### src/design/cdss_pkg.sv
// cdss_pkg: types, constants and constant tables shared by the date-to-serial block
// no dependencies; imported by cdss_date_days, cdss_day_frac, the top level and the testbench
`timescale 1ns / 1ps

package cdss_pkg;

    // input item: civil date and time of day
    typedef struct packed {
        logic signed [15:0] year_value;
        logic [3:0]         month_value;
        logic [4:0]         day_value;
        logic [4:0]         hour_value;
        logic [5:0]         minute_value;
        logic [5:0]         second_value;
        logic [9:0]         milli_value;
    } cdss_in_t;

    // result item: serial day and 0.32 fraction of day
    typedef struct packed {
        logic signed [24:0] serial_days;
        logic [31:0]        day_fraction;
    } cdss_out_t;

    // time-of-day path status toward the top level
    typedef struct packed {
        logic        carry;
        logic [31:0] fraction;
    } cdss_frac_t;

    // one term of the fraction sum: quotient and remainder of field * weight * 2^22 / 84375
    typedef struct packed {
        logic [32:0] quo;
        logic [16:0] rem;
    } frac_term_t;

    typedef frac_term_t [63:0] frac_tab_t;
    typedef logic [15:0][8:0]  doy_tab_t;

    // 2^32 / 86400000 reduces to 2^22 / 84375
    localparam longint unsigned MS_DAY_DEN = 64'd84375;
    localparam int              FRAC_SHIFT = 22;

    // year bias keeps the march-based year non-negative (multiple of 400)
    localparam logic [16:0] YEAR_BIAS     = 17'd32800;
    localparam logic [24:0] DAYS_PER_YEAR = 25'd365;

    // floor(n / 25) = (n * 41944) >> 20 for n below 43690
    localparam logic [15:0] DIV25_MUL   = 16'd41944;
    localparam int          DIV25_SHIFT = 20;

    // folds year bias, civil shift, day-1 and the 1899-12-30 epoch into one constant
    localparam logic [24:0] SERIAL_BIAS = 25'(-32'sd12673854);

    function automatic frac_tab_t make_frac_tab(input longint unsigned weight_ms);
        frac_tab_t       tab;
        longint unsigned prod;
        for (int i = 0; i < 64; i++)
        begin
            prod = longint'(i) * weight_ms * (64'd1 << FRAC_SHIFT);
            tab[i].quo = 33'(prod / MS_DAY_DEN);
            tab[i].rem = 17'(prod % MS_DAY_DEN);
        end
        return tab;
    endfunction

    // days from march 1 to the first of each month, month index 0 to 15
    function automatic doy_tab_t make_doy_tab();
        doy_tab_t tab;
        int       mp;
        for (int m = 0; m < 16; m++)
        begin
            mp = (m > 2) ? m - 3 : m + 9;
            tab[m] = 9'((153 * mp + 2) / 5);
        end
        return tab;
    endfunction

    localparam frac_tab_t HOUR_TAB   = make_frac_tab(64'd3600000);
    localparam frac_tab_t MINUTE_TAB = make_frac_tab(64'd60000);
    localparam frac_tab_t SECOND_TAB = make_frac_tab(64'd1000);
    localparam frac_tab_t MS_HI_TAB  = make_frac_tab(64'd32);
    localparam frac_tab_t MS_LO_TAB  = make_frac_tab(64'd1);
    localparam doy_tab_t  DOY_TAB    = make_doy_tab();

endpackage

### src/design/civil_date_to_spreadsheet_serial.sv
// civil_date_to_spreadsheet_serial: top level, input register, date and fraction logic, result register
// depends on cdss_pkg, cdss_date_days and cdss_day_frac
// path: an accepted item waits in the input register, then is converted and loaded into the result register
// throughput: 1 item per cycle while serial_stall is low, one pass through the date and fraction logic
// reset: clears only the two valid flags; payload registers keep whatever they hold
`timescale 1ns / 1ps

module civil_date_to_spreadsheet_serial import cdss_pkg::*;
(
    input  logic      clk,
    input  logic      rst_n,

    // date and time items in
    input  logic      date_valid,
    output logic      date_stall,
    input  cdss_in_t  date,

    // serial date items out
    output logic      serial_valid,
    input  logic      serial_stall,
    output cdss_out_t serial
);

    // input register: holds one item while the result register is blocked
    logic      stage_valid_reg;
    logic      stage_valid_next;
    cdss_in_t  stage_reg;
    cdss_in_t  stage_next;

    // result register: drives the output channel directly
    logic      result_valid_reg;
    logic      result_valid_next;
    cdss_out_t result_reg;
    cdss_out_t result_next;

    logic       result_free;
    logic       load_result;
    logic       take_item;
    logic [24:0] date_days;
    cdss_frac_t  frac;

    // the result register can take a new item when it is empty or being drained
    assign result_free = !result_valid_reg || !serial_stall;
    assign load_result = stage_valid_reg && result_free;

    // stall only while the input register is full and cannot move on
    assign date_stall = stage_valid_reg && !result_free;
    assign take_item  = date_valid && !date_stall;

    // conversion logic between the two registers
    cdss_date_days u_date_days
    (
        .year_value  (stage_reg.year_value),
        .month_value (stage_reg.month_value),
        .day_value   (stage_reg.day_value),
        .days        (date_days)
    );

    cdss_day_frac u_day_frac
    (
        .hour_value   (stage_reg.hour_value),
        .minute_value (stage_reg.minute_value),
        .second_value (stage_reg.second_value),
        .milli_value  (stage_reg.milli_value),
        .frac         (frac)
    );

    always_comb
    begin
        stage_valid_next = stage_valid_reg;
        stage_next       = stage_reg;
        if (take_item)
        begin
            stage_valid_next = 1'b1;
            stage_next       = date;
        end
        else if (load_result)
        begin
            stage_valid_next = 1'b0;
        end
    end

    always_comb
    begin
        result_valid_next = result_valid_reg;
        result_next       = result_reg;
        if (result_free)
        begin
            result_valid_next = stage_valid_reg;
        end
        if (load_result)
        begin
            // a time of a full day or more carries one day into the serial
            result_next.serial_days  = signed'(date_days + 25'(frac.carry));
            result_next.day_fraction = frac.fraction;
        end
    end

    always_ff @(posedge clk or negedge rst_n)
    begin
        if (!rst_n)
        begin
            stage_valid_reg  <= 1'b0;
            result_valid_reg <= 1'b0;
        end
        else
        begin
            stage_valid_reg  <= stage_valid_next;
            result_valid_reg <= result_valid_next;
        end
    end

    always_ff @(posedge clk)
    begin
        stage_reg  <= stage_next;
        result_reg <= result_next;
    end

    assign serial_valid = result_valid_reg;
    assign serial       = result_reg;

    // an accepted item always lands in the input register
    a_take_lands: assert property (@(posedge clk) disable iff (!rst_n)
        take_item |=> stage_valid_reg)
        else $error("accepted item not held in input register");

    // a blocked item waits in place until the output drains
    a_blocked_holds: assert property (@(posedge clk) disable iff (!rst_n)
        (stage_valid_reg && result_valid_reg && serial_stall)
        |=> (stage_valid_reg && $stable(stage_reg)))
        else $error("blocked item lost or changed");

    // a held item moves to the result register once it is free
    a_result_loads: assert property (@(posedge clk) disable iff (!rst_n)
        load_result |=> result_valid_reg)
        else $error("result register failed to load");

    // only an hour value of 23 or more can overflow into the next day
    a_carry_hour: assert property (@(posedge clk) disable iff (!rst_n)
        (stage_valid_reg && frac.carry) |-> (stage_reg.hour_value >= 5'd23))
        else $error("day carry with hour below 23");

endmodule

### src/design/cdss_date_days.sv
// cdss_date_days: whole days since 1899-12-30 from year, month and day, before time carry
// depends on cdss_pkg (bias constants, reciprocal for /25, day-of-year table)
`timescale 1ns / 1ps

module cdss_date_days import cdss_pkg::*;
(
    input  logic signed [15:0] year_value,
    input  logic [3:0]         month_value,
    input  logic [4:0]         day_value,
    output logic [24:0]        days
);

    logic        feb_or_less;
    logic [16:0] year_adj;
    logic [14:0] quarter;
    logic [12:0] sixteenth;
    logic [29:0] cent_prod;
    logic [27:0] quad_prod;
    logic [9:0]  cent;
    logic [7:0]  quad_cent;
    logic [24:0] year_days;
    logic [8:0]  doy;

    // january, february and month zero belong to the previous march-based year
    assign feb_or_less = (month_value <= 4'd2);
    assign year_adj    = 17'({year_value[15], year_value} + YEAR_BIAS - 17'(feb_or_less));

    // leap-day counts: floor(y/4), floor(y/100), floor(y/400)
    assign quarter   = year_adj[16:2];
    assign sixteenth = year_adj[16:4];
    assign cent_prod = 30'(quarter) * 30'(DIV25_MUL);
    assign quad_prod = 28'(sixteenth) * 28'(DIV25_MUL);
    assign cent      = 10'(cent_prod >> DIV25_SHIFT);
    assign quad_cent = 8'(quad_prod >> DIV25_SHIFT);

    assign year_days = 25'(year_adj) * DAYS_PER_YEAR;
    assign doy       = DOY_TAB[month_value];

    // modulo 2^25 sum, matches the masked result
    assign days = year_days + 25'(quarter) - 25'(cent) + 25'(quad_cent)
                + 25'(doy) + 25'(day_value) + SERIAL_BIAS;

endmodule

### src/design/cdss_day_frac.sv
// cdss_day_frac: time of day as 0.32 fraction of a day plus whole-day carry
// depends on cdss_pkg (per-field quotient/remainder tables, cdss_frac_t)
`timescale 1ns / 1ps

module cdss_day_frac import cdss_pkg::*;
(
    input  logic [4:0]  hour_value,
    input  logic [5:0]  minute_value,
    input  logic [5:0]  second_value,
    input  logic [9:0]  milli_value,
    output cdss_frac_t  frac
);

    frac_term_t  t_hour;
    frac_term_t  t_minute;
    frac_term_t  t_second;
    frac_term_t  t_ms_hi;
    frac_term_t  t_ms_lo;
    logic [32:0] quo_sum;
    logic [19:0] rem_sum;
    logic [2:0]  rem_carry;
    logic [32:0] total;

    assign t_hour   = HOUR_TAB[{1'b0, hour_value}];
    assign t_minute = MINUTE_TAB[minute_value];
    assign t_second = SECOND_TAB[second_value];
    assign t_ms_hi  = MS_HI_TAB[{1'b0, milli_value[9:5]}];
    assign t_ms_lo  = MS_LO_TAB[{1'b0, milli_value[4:0]}];

    assign quo_sum = t_hour.quo + t_minute.quo + t_second.quo + t_ms_hi.quo + t_ms_lo.quo;
    assign rem_sum = 20'(t_hour.rem) + 20'(t_minute.rem) + 20'(t_second.rem)
                   + 20'(t_ms_hi.rem) + 20'(t_ms_lo.rem);

    // remainders sum to under five divisors: count whole divisors in it
    assign rem_carry = 3'(rem_sum >= 20'(MS_DAY_DEN))
                     + 3'(rem_sum >= 20'(2 * MS_DAY_DEN))
                     + 3'(rem_sum >= 20'(3 * MS_DAY_DEN))
                     + 3'(rem_sum >= 20'(4 * MS_DAY_DEN));

    // bit 32 set means a full day or more
    assign total = quo_sum + 33'(rem_carry);

    assign frac.carry    = total[32];
    assign frac.fraction = total[31:0];

endmodule

### config.mk
export PLATFORM = sky130hd
export DESIGN_NAME = civil_date_to_spreadsheet_serial
export DESIGN_NICKNAME = d
export VERILOG_FILES = /design/src/design/cdss_pkg.sv /design/src/design/civil_date_to_spreadsheet_serial.sv /design/src/design/cdss_date_days.sv /design/src/design/cdss_day_frac.sv
export SDC_FILE = /design/constraint.sdc
export NUM_CORES = 2
export LEC_CHECK = 0
export ABC_AREA = 1
export BUFFER_PORTS_ARGS = -buffer_cell sky130_fd_sc_hd__clkbuf_2
export CAP_MARGIN = 0
export CORE_UTILIZATION = 55
export DETAILED_ROUTE_END_ITERATION = 6
export GPL_TIMING_DRIVEN = 0
export PLACE_DENSITY = 0.79
export SETUP_SLACK_MARGIN = 0.02
export SLEW_MARGIN = 20
export SYNTH_ARGS = -nofsm -noshare
export SYNTH_HDL_FRONTEND = slang
export SYNTH_SLANG_ARGS = --single-unit
### constraint.sdc
create_clock -name clk -period 13.15 [get_ports clk]
set_input_delay 1.9725 -clock clk [delete_from_list [all_inputs] [get_ports clk]]
set_output_delay 1.9725 -clock clk [all_outputs]
set_load 0.02 [all_outputs]
Yosys cells after proc, flatten, opt, wreduce, memory -nomap -nowiden

Memories as Yosys holds them, arrays and structs flattened. A register that Yosys moved wholly into a read port is not among the register bits.
Index checks and enable logic that the tools add are counted.

Register bits: 111
ROM bits: 11344
Input bits: 56
Word-level logic and storage cells: 75
Memories kept: 6

Add/subtract/negate cells: 21
$mul: 3
Magnitude comparators: 11
Multiplexer cells: 14
Reductions and logical operators: 9

Memories:

| name            | words | bits a word | rd ports | clocked after Yosys merged registers in | wr ports | RTL line             | source |
|---|---|---|---|---|---|---|---|
| (no name shown) | 64    | 50          | 1        | 1                                       | 0        | cdss_day_frac.sv:25  | `assign t_minute = MINUTE_TAB[minute_value];` |
| (no name shown) | 64    | 50          | 1        | 1                                       | 0        | cdss_day_frac.sv:26  | `assign t_second = SECOND_TAB[second_value];` |
| (no name shown) | 32    | 50          | 1        | 1                                       | 0        | cdss_day_frac.sv:27  | `assign t_ms_hi = MS_HI_TAB[{1'b0, milli_value[9:5]}];` |
| (no name shown) | 32    | 50          | 1        | 1                                       | 0        | cdss_day_frac.sv:28  | `assign t_ms_lo = MS_LO_TAB[{1'b0, milli_value[4:0]}];` |
| (no name shown) | 32    | 50          | 1        | 1                                       | 0        | cdss_day_frac.sv:24  | `assign t_hour = HOUR_TAB[{1'b0, hour_value}];` |
| (no name shown) | 16    | 9           | 1        | 1                                       | 0        | cdss_date_days.sv:37 | `assign doy = DOY_TAB[month_value];` |

Operator list:

| operator                 | number |
|---|---|
| $mux W50                 | 5 |
| $add A33 B33 Y33         | 4 |
| $add A20 B17 Y20         | 3 |
| $ge A20 B18 Y1 const B   | 2 |
| $add A33 B3 Y33          | 1 |
| $mul A15 B13 Y27 const B | 1 |
| $add A25 B1 Y25          | 1 |
| $add A25 B15 Y25         | 1 |
| $add A25 B25 Y25 const B | 1 |
| $add A25 B5 Y25          | 1 |
| $add A25 B8 Y25          | 1 |
| $add A25 B9 Y25          | 1 |
| $mul A13 B13 Y25 const B | 1 |
| $mul A17 B9 Y25 const B  | 1 |
| $sub A25 B10 Y25         | 1 |
| $lt A5 B7 Y1 const B     | 3 |
| $ge A20 B17 Y1 const B   | 1 |
| $ge A20 B19 Y1 const B   | 1 |
| $add A17 B17 Y18         | 1 |
| $add A17 B16 Y17 const B | 1 |
| $sub A17 B1 Y17          | 1 |
| $mux W5                  | 3 |
| $lt A6 B7 Y1 const B     | 2 |
| $mux W6                  | 2 |
| other kinds (11)         | 18 |

Depth between registers and ports, before layout

Depth after elaboration: 12
Mapped depth: 77

Cells and area by module

A second synthesis with hierarchy kept.

Cells, all modules: 3929
Area total of the unflattened synthesis: 28464.8 um^2

By module, submodules not included:

| module                           | instances | cells an instance | area each (um^2) | seq. area each (um^2) |
|---|---|---|---|---|
| cdss_day_frac                    | 1         | 2173              | 12809.8          | 0.0 |
| cdss_date_days                   | 1         | 1507              | 11567.3          | 0.0 |
| civil_date_to_spreadsheet_serial | 1         | 249               | 4087.7           | 3323.2 |

Worst setup path before layout

Ideal clock, no wire load.

Path kind: reg2reg
Start point: register u_day_frac.t_hour[45] (netlist name)
End point: register result_reg, in the netlist serial[43] (data pin)
Library setup time: 0.260 ns
Arrival: 12.424 ns
Data required time: 12.890 ns
Path slack: 0.466 ns
Cell stages (with the launch flop): 60
Path buffers: 0
Clock period less this slack: 12.684 ns
Path through: dfxtp_1 ha_1 inv_1 fa_1 o21ai_0 a31oi_1 o21ai_0 nand3_1 nand2_1 xor2_1 fa_1 inv_1 fa_1 ha_1 nand2_1 nor3_1 nand2_1 nor3b_1 [... 24 more ...] nand3_1 xnor2_1 fa_1 inv_1 fa_1 ha_1 inv_1 fa_1 fa_1 fa_1 fa_1 o21ai_0 nand2_1 nand2_1 inv_1 nor3_1 nor3_1 xnor2_1

RTL lines:

| what                   | RTL line                                | source |
|---|---|---|
| end signal: assignment | civil_date_to_spreadsheet_serial.sv:116 | `result_reg <= result_next;` |
| end: declaration       | civil_date_to_spreadsheet_serial.sv:33  | `cdss_out_t result_reg;` |

==> results.ini <==
[run_status]
status = finished, final reports clean

[clocking]
clkSlewWorstSetupHoldPaths_ns = 0.06
ctsHtreeMaxLevel = 1
cts_tree = built
cts_root_buffer = clkbuf_16
cts_buffer_depth = 3
clkLatencyLatePin_ns = 0.60
numCtsBuffers = 30
postCtsHoldBufs = 0
cts.sinks = 245

[sta]
fin_crit_ns = 12.66
maxSlewViolCount = 0
tightest_slew_ns = 1.02
period_share_pct = 96.3
worst_slack_ns = 0.487
hold_viol_final = 0
max_freq_ghz = 0.0790
finalClockSkew_ns = 0.0241
slew_headroom_pct = 31.3
finalSetupViolations = 0

[die]
start_util_pct = 55.9
core_area_mm2 = 0.0554
die_area_mm2 = 0.0573
die_x_um = 239
top_level_ports = 115
die_y_um = 239
rows = 86

[finish]
layout-drive-gt1-share_pct = 10.6
final_core_util_pct = 61.7
area_growth_syn_to_layout_pct = 10.4
nets = 4897
largest_register_ffs = 57

[critical_path]
worst_path_most_repeated_cell = nand2_1
path_buf_inv = 9
cpMaxStageDelayCell = fa_1
crit_type = reg2reg
reg2regPathDepth = 66
cp-start-kind = flip-flop
critical_path_arrival_ns = 12.98
crit_family = adder cells
path_depth = 66
critPathMaxStageDelay_ns = 0.58
crit_fanout = 5
cp.required_ns = 13.47
cp-end-kind = flip-flop

[grt]
grt_pass1_vias = 27200
grt_usage_pct = 35.5
grt_pass1_wl_um = 155000
globalRouteOverflowTotal = 0
antenna_found_initial = 8
grt_max_degree = 62

[logic_synthesis]
synth-adder-area-share_pct = 34.5
synth-xor-area-share_pct = 2.97
synth_top_family_by_area = adder cells
syn-instance-count = 3988
yosys.area.top_type_share_pct = 18.1
synth-simple-area-share_pct = 19.5
syn_avg_cell_area_um2 = 7.77
synth.yosys.seq_area_share_pct = 19.4
async_flop_share_pct = 0.816
ys_types = 62
synth_compound_gate_area_share_pct = 12.7
syn_area_mm2 = 0.0310
synth_common_cells = 889 x nand2_1, 739 x inv_1, 407 x ha_1
synth_mux_area_share_pct = 0.0646
syn_nets = 4731
synth-edff-count = 109
netlist_top_cells_area = fa_1 18%, ha_1 16%, nand2_1 11%
ys_warn_count = 0
synth_ff_type = dfxtp_1
synth-seq-cells = 245
synth.most_common_cell = nand2_1
yosys.area.top_type = fa_1

[place]
place_hpwl_um = 81900
place_congestion = 1.05
placement.io_buffers = 114
dp_slack_ns = -2.28

[detailed_routing]
ant_nets = 0
wl_per_cell_um = 20.7
via_per_inst = 5.81
remaining_drc_errors = 0
firstDrtPassIters = 7
vias = 28600
drt_iter0_drc = 3310
wl_um = 102000

[worst_hold_path]
hp-class = reg2reg
holdPathStages = 2

[job]
maxCapViolations = 0

## cell usage in the layout, fill, tap and decap left out, drive strengths merged, types with 12 or more instances in the layout
cell type,synthesis,routed
nand2,917,917
inv,760,763
ha,407,407
fa,280,280
o21ai,272,272
nor2,228,228
a21oi,224,224
nand3,191,191
clkbuf,16,175
dfxtp,134,134
edfxtp,109,109
buf,65,85
xor2,71,71
o211ai,47,47
nor3,42,42
xnor2,34,34
nand4,27,27
a31oi,23,23
a21o,19,19
o22ai,14,14
o221ai,13,13
nand3b,12,12
o21a,12,12
## per-stage QoR
step | instances | instance area (um^2) | TNS (ns) | hold slack [ns]
final | 4927 | 34200 | 0 | 0.518
after global routing | 4925 | 34200 | -0.125 | 0.556
after CTS | 4912 | 33900 | 0 | 0.525
after detailed placement | 4852 | 32600 | -38.53 | 0.511
after global placement | 4850 | 32500 | -34.55 | 0.501
after floorplan | 3988 | 31000 | 0 | 0.512
## logic make-up after synthesis
kind of cell,after synthesis
muxes,2
xor gates and xnor gates,105
AOI/OAI and AO/OA,668
buffers and inverters,841
DFF,245
and+or+nand+nor,1440
adders and majority gates,687
## cell type report
type,instances,area [um^2]
buffer,81,498
multi-input combinational,2902,22100
antenna,2,5.00
tap,748,936
clock buffer,45,945
timing repair buffer,134,749
clock inverter,10,72.6
inverter,760,2860
sequential,245,6020
fill,4898,21200
## final timing paths
check,start,to,slack (ns)
worst max-delay path,u_day_frac.t_minute[41],serial[54],0.49
worst min-delay path,serial_valid,serial_valid,0.52
worst max register to register,u_day_frac.t_minute[41],serial[54],0.49
worst min register to register,serial_valid,serial_valid,0.52
max in group asynchronous,rst_n,serial_valid,11.90
min in group asynchronous,rst_n,serial_valid,1.16
## metal layers
| layer | GRT usage [%] | up-vias | wire length [um] |
|---|---|---|---|
| met5 | 0 | - | 49 |
| met4 | 14.3 | 8 | 4720 |
| met3 | 6.78 | 307 | 11100 |
| met2 | 54.6 | 1661 | 43700 |
| met1 | 48.9 | 13400 | 42400 |
| li1 | - | 13200 | - |
## worst min-delay path, delay by kind of cell, from the launching register on
family	cells	cell delay [ns]
flip-flops	1	0.34
AND/OR/NAND/NOR	2	0.14
## what timing repair did
item | CTS | global route
buffers inserted | 5 | 13
gates resized for setup | 56 | 53
pin swaps | 6 | 22
setup endpoints to repair | 24 | 21
Power is not shown: default switching activity piles up to over one toggle a cycle in this logic, so the estimate is an artifact.
